$ cat config.mk
export PLATFORM = sky130hd
export DESIGN_NAME = btlpm_ctrl
export DESIGN_NICKNAME = d
export VERILOG_FILES = /design/src/rtl/btlpm_pkg.sv /design/src/rtl/btlpm_ctrl.sv
export SDC_FILE = /design/constraint.sdc
export NUM_CORES = 1
export LEC_CHECK = 0
export ABC_AREA = 1
export BUFFER_PORTS_ARGS = -buffer_cell sky130_fd_sc_hd__buf_2
export CAP_MARGIN = 20
export CORE_AREA = 2 2 39 41
export DETAILED_ROUTE_END_ITERATION = 8
export DIE_AREA = 0 0 41 43
export HOLD_SLACK_MARGIN = 0.02
export MAX_ROUTING_LAYER = met4
export SYNTH_ARGS = -nofsm -noshare
export SYNTH_HDL_FRONTEND = slang
export SYNTH_SLANG_ARGS = --single-unit
$ cat constraint.sdc
create_clock -name clk -period 1.2 [get_ports clk]
set_input_delay 0.18 -clock clk [delete_from_list [all_inputs] [get_ports clk]]
set_output_delay 0.18 -clock clk [all_outputs]
set_load 0.01 [all_outputs]
$ cat src/rtl/btlpm_pkg.sv
`timescale 1ns / 1ps
// ----------------------------------------------------------------------------
// Binary trie prefix lookup package
// Shared item kinds, controller states, command and status structs and
// the address space constants used by the lookup core.
// ----------------------------------------------------------------------------
package btlpm_pkg;

  // Item kinds carried on the input channel.
  typedef enum logic [1:0] {
    KIND_WRITE     = 2'd0,
    KIND_FINISH    = 2'd1,
    KIND_LOOKUP_V4 = 2'd2,
    KIND_LOOKUP_V6 = 2'd3
  } kind_t;

  // Controller states.
  typedef enum logic [0:0] {
    ST_IDLE = 1'b0,
    ST_WALK = 1'b1
  } state_t;

  // Commands from the controller to the datapath.
  typedef struct packed {
    logic write_node;
    logic start;
    logic step;
    logic load_out;
    logic save_root;
  } dp_cmd_t;

  // Status from the datapath to the controller.
  typedef struct packed {
    logic term;
    logic at_limit;
    logic finish;
  } dp_status_t;

  // Child word layout.
  localparam int unsigned TERM_POS = 31;

  // Walk limits and mask offsets, in address bits.
  localparam logic [7:0] V4_BITS         = 8'd32;
  localparam logic [7:0] V6_BITS         = 8'd128;
  localparam logic [7:0] FINISH_DEPTH    = 8'd96;
  localparam logic [7:0] V4_EMBED_OFFSET = 8'd96;
  localparam logic [7:0] SIXTOFOUR_OFFSET = 8'd16;

  // IPv4-like address space markers.
  localparam logic [31:0] V4_MAPPED_TOP  = 32'h0000_FFFF;
  localparam logic [31:0] SIIT_TOP       = 32'hFFFF_0000;
  localparam logic [31:0] TEREDO_PREFIX  = 32'h2001_0000;
  localparam logic [15:0] SIXTOFOUR_PREFIX = 16'h2002;

endpackage

$ cat src/rtl/btlpm_ctrl.sv
`timescale 1ns / 1ps
// ----------------------------------------------------------------------------
// Binary trie lookup controller
// Accepts items, sequences the trie walk one node per cycle and hands
// finished results to the output register.
// ----------------------------------------------------------------------------
module btlpm_ctrl (
  input  logic                   clk,
  input  logic                   rst_n,
  input  logic                   in_valid,
  input  logic [1:0]             in_kind,
  output logic                   in_stall,
  output logic                   out_valid,
  input  logic                   out_stall,
  output btlpm_pkg::dp_cmd_t     cmd,
  input  btlpm_pkg::dp_status_t  status
);

  btlpm_pkg::state_t state_r, state_nxt;
  logic              out_valid_r, out_valid_nxt;
  logic              out_busy;
  logic              is_write;

  // State and output valid registers.
  always_ff @(posedge clk) begin
    if (!rst_n) begin
      state_r     <= btlpm_pkg::ST_IDLE;
      out_valid_r <= 1'b0;
    end else begin
      state_r     <= state_nxt;
      out_valid_r <= out_valid_nxt;
    end
  end

  // The output register is busy when it holds an item that is not taken now.
  assign out_busy = out_valid_r && out_stall;
  assign is_write = (btlpm_pkg::kind_t'(in_kind) == btlpm_pkg::KIND_WRITE);

  // Next state and commands.
  always_comb begin
    state_nxt     = state_r;
    cmd           = '0;
    in_stall      = 1'b1;
    out_valid_nxt = out_valid_r && out_stall;
    case (state_r)
      btlpm_pkg::ST_IDLE: begin
        in_stall = 1'b0;
        if (in_valid) begin
          if (is_write) begin
            cmd.write_node = 1'b1;
          end else begin
            cmd.start = 1'b1;
            state_nxt = btlpm_pkg::ST_WALK;
          end
        end
      end
      btlpm_pkg::ST_WALK: begin
        if (status.term || status.at_limit) begin
          if (status.finish) begin
            cmd.save_root = 1'b1;
            state_nxt     = btlpm_pkg::ST_IDLE;
          end else if (status.term) begin
            // Hold the walk until the output register can take the result.
            if (!out_busy) begin
              cmd.load_out  = 1'b1;
              out_valid_nxt = 1'b1;
              state_nxt     = btlpm_pkg::ST_IDLE;
            end
          end else begin
            state_nxt = btlpm_pkg::ST_IDLE;
          end
        end else begin
          cmd.step = 1'b1;
        end
      end
      default: begin
        state_nxt = btlpm_pkg::ST_IDLE;
      end
    endcase
  end

  assign out_valid = out_valid_r;

endmodule

==> impl_metrics.ini <==
[clock_network]
path_clk_slew_ns = 0.03
tritoncts = done
post-cts-setup-buffers = 0
clk-insertion-delay-late_ns = 0.22
clock_sinks = 2
htreeDepth = 1
ctsHoldBuffers = 0
clockBufferDepth = 2
numCtsBuffers = 3
clock-root-buffer = clkbuf_4

[die]
die_h_microns = 43
dieArea_sq_um = 1763
boundaryPins = 16
die_x_microns = 41
core_sq_um = 1384
rows = 14
initial_core_util_pct = 10.04

[cells_and_area]
layout-drive-gt1-share_pct = 51.16
layout.nets = 54
stdcell_count = 59
num-fill-cells = 168
antenna_cells = 0
areaGrowthSynthToFinish_pct = 90.09

[job]
drv_cap = 0

[critical_path]
cp-start-kind = register
worstPathRequired_ns = 1.02
r2r-end = state_r$_SDFF_PN0_
critPathMaxFanout = 6
worstSetupEndpoint = cmd[1]
cp.depth = 3
slowest_stage = dfxtp_4
max_stage_delay_ns = 0.36
regToRegSetupSlack_ns = 0.45
reg2regPathDepth = 5
path_class = reg2out
path_buf_inv = 1
r2r_start = state_r$_SDFF_PN0_
crit_chain = nand3_2 > a21oi_2 > buf_2
crit_family = flip-flops
end_kind = primary output
crit_start = state_r$_SDFF_PN0_
critPathArrivalTime_ns = 0.92

[placed_design]
dp_hpwl_microns = 305.4
place_inst = 56
dp_slack_ns = 0.2320
portBuffers = 15
gp_congestion = 0.5328

[hold_path]
min_path_type = in2reg
min_from = rst_n

[sta]
period_needed_ns = 1.101
fin_skew_ns = 0.0006071
period_share_pct = 91.73
setup_ws_ns = 0.09928
setup_viol_count_final = 0
tns_ns = 0
rsz0062_at_grt = false
worst_pin_slew_ns = 0.1481
fmax_mhz = 908.5
finalHoldViolCount = 0
max-slew-margin-rel_pct = 90.05
slew_violations = 0
timing.hold.ws_ns = 0.1909

[power_and_ir_drop]
leakage_nw = 0.1708
comb_power_share_pct = 18.0
p_sw_mw = 0.05997
p_int_mw = 0.2020
clkPwrFrac_pct = 54.0
peakVddDrop_mv = 0.2564
switching_share_pct = 22.89
seqPwrFrac_pct = 28.0
pwr_density_cell_nw_per_um2 = 992.3

[synth]
synth-seq-cells = 2
syn_avg_cell_area_sq_um = 5.555
synth_area_sq_um = 138.9
synth.most_common_cell = inv_1
synth_top_area_share_pct = 28.83
synth_top_area_cell = dfxtp_1
ys_warn_count = 0
synthFlopType = dfxtp_1
async_flop_share_pct = 0
synth_edf_count = 0
ys_seq_area_share_pct = 28.83
syn-num-nets = 34
netlist-cell-type-count = 8
synthTopCellsByCount = 7 x inv_1, 6 x nand2_1, 5 x nor2_1
yosys-top-cells-area = dfxtp_1 29%, inv_1 19%, nand2_1 16%
synth_cells = 25

[drt]
totalWireLength_microns = 351
first_pass_iters = 2
vias = 197
drc_errors = 0
drt-wirelength-per-cell_microns = 5.949
vias_per_cell = 3.339
antenna_left = 0
drt_iter0_drc = 5

[grt]
grt_usage_pct = 5.128
grt_pass1_wl_microns = 558
grt_antenna_before_repair = 0
grt_max_degree = 7
grt_overflow = 0
grt_pass1_vias = 181

[run_status]
status = finished clean
[power groups by stage]
| stage | sequential [mW] | combinational [mW] | clock, mW |
|---|---|---|---|
| CTS | 0.0743 | 0.0475 | 0.150 |
| global placement | 0.0743 | 0.0477 | 0 |
| floorplan | 0.0757 | 0.0210 | 0 |
| detailed placement | 0.0746 | 0.0473 | 0 |
| finish | 0.0734 | 0.0473 | 0.141 |
| global route | 0.0740 | 0.0554 | 0.165 |
[repair_timing]
action                                  4_1_cts  5_1_grt
gates cloned                                  0        0
gates resized for setup                       1        2
endpoints found under the setup margin        1        1
[tightest hold or removal path, stage by stage]
cell and delay, ns:
buf_2 0.07, inv_1 0.04, nor2_1 0.08
[layout by cell type (no fill, tap or decap)]
cell type	Yosys	final
clkbuf_4	0	3
dfxtp_1	2	1
inv_1	7	7
nand2_1	6	6
nor2_1	5	5
nand3_2	1	1
a21oi_1	2	1
buf_2	0	15
nor2_2	1	1
dfxtp_4	0	1
a21oi_2	0	1
nor3_1	1	1
[area by class of cell]
cell class | count | area (sq um) | share of cell area (%)
Multi-Input combinational cell | 16 | 76.32 | 28.91
Sequential cell | 2 | 43.79 | 16.59
Tap cell | 16 | 20.02 | 7.583
Timing Repair Buffer | 15 | 75.07 | 28.44
Inverter | 7 | 26.28 | 9.953
Clock buffer | 3 | 22.52 | 8.531
[registers in the layout (all words and copies together) (netlist names)]
register / cells
out_valid: 1
state_r: 1
[routing by layer]
layer / part of all wire (%) / wire (microns) / vias up / GRT usage (%)
met2: 55 / 194 / 7 / 7.813
met4: 0 / 0 / 0 / 6.000
li1: - / - / 111 / -
met5: 0 / 0 / - / -
met1: 36 / 127 / 79 / 4.140
met3: 8.5 / 30 / 0 / 1.571
[kinds of logic after synthesis]
group / count (synthesis) / synth area share (%)
simple gates: 14 / 45.05
buf+inv: 7 / 18.92
flops: 2 / 28.83
compound gates: 2 / 7.207
[worst min path at each step]
stage / to / slack [ns] / depth (start not counted)
6_report: state_r$_SDFF_PN0_ / 0.19 / 3
3_3_place_gp: state_r$_SDFF_PN0_ / 0.42 / 3
4_1_cts: state_r$_SDFF_PN0_ / 0.19 / 3
2_1_floorplan: out_valid$_SDFF_PN0_ / 0.31 / 2
5_1_grt: state_r$_SDFF_PN0_ / 0.21 / 3
3_5_place_dp: state_r$_SDFF_PN0_ / 0.42 / 3
[metrics by stage]
step / cell area (sq um) / utilization, % / total power, mW
2_1_floorplan: 138.9 / - / 0.09673
3_3_place_gp: 234.0 / 16.91 / 0.1220
3_5_place_dp: 234.0 / 16.91 / 0.1219
4_1_cts: 257.7 / 18.63 / 0.2714
5_1_grt: 264.0 / 19.08 / 0.2943
6_report: 264.0 / 19.08 / 0.2620
Power figures use the tool's default switching activity.
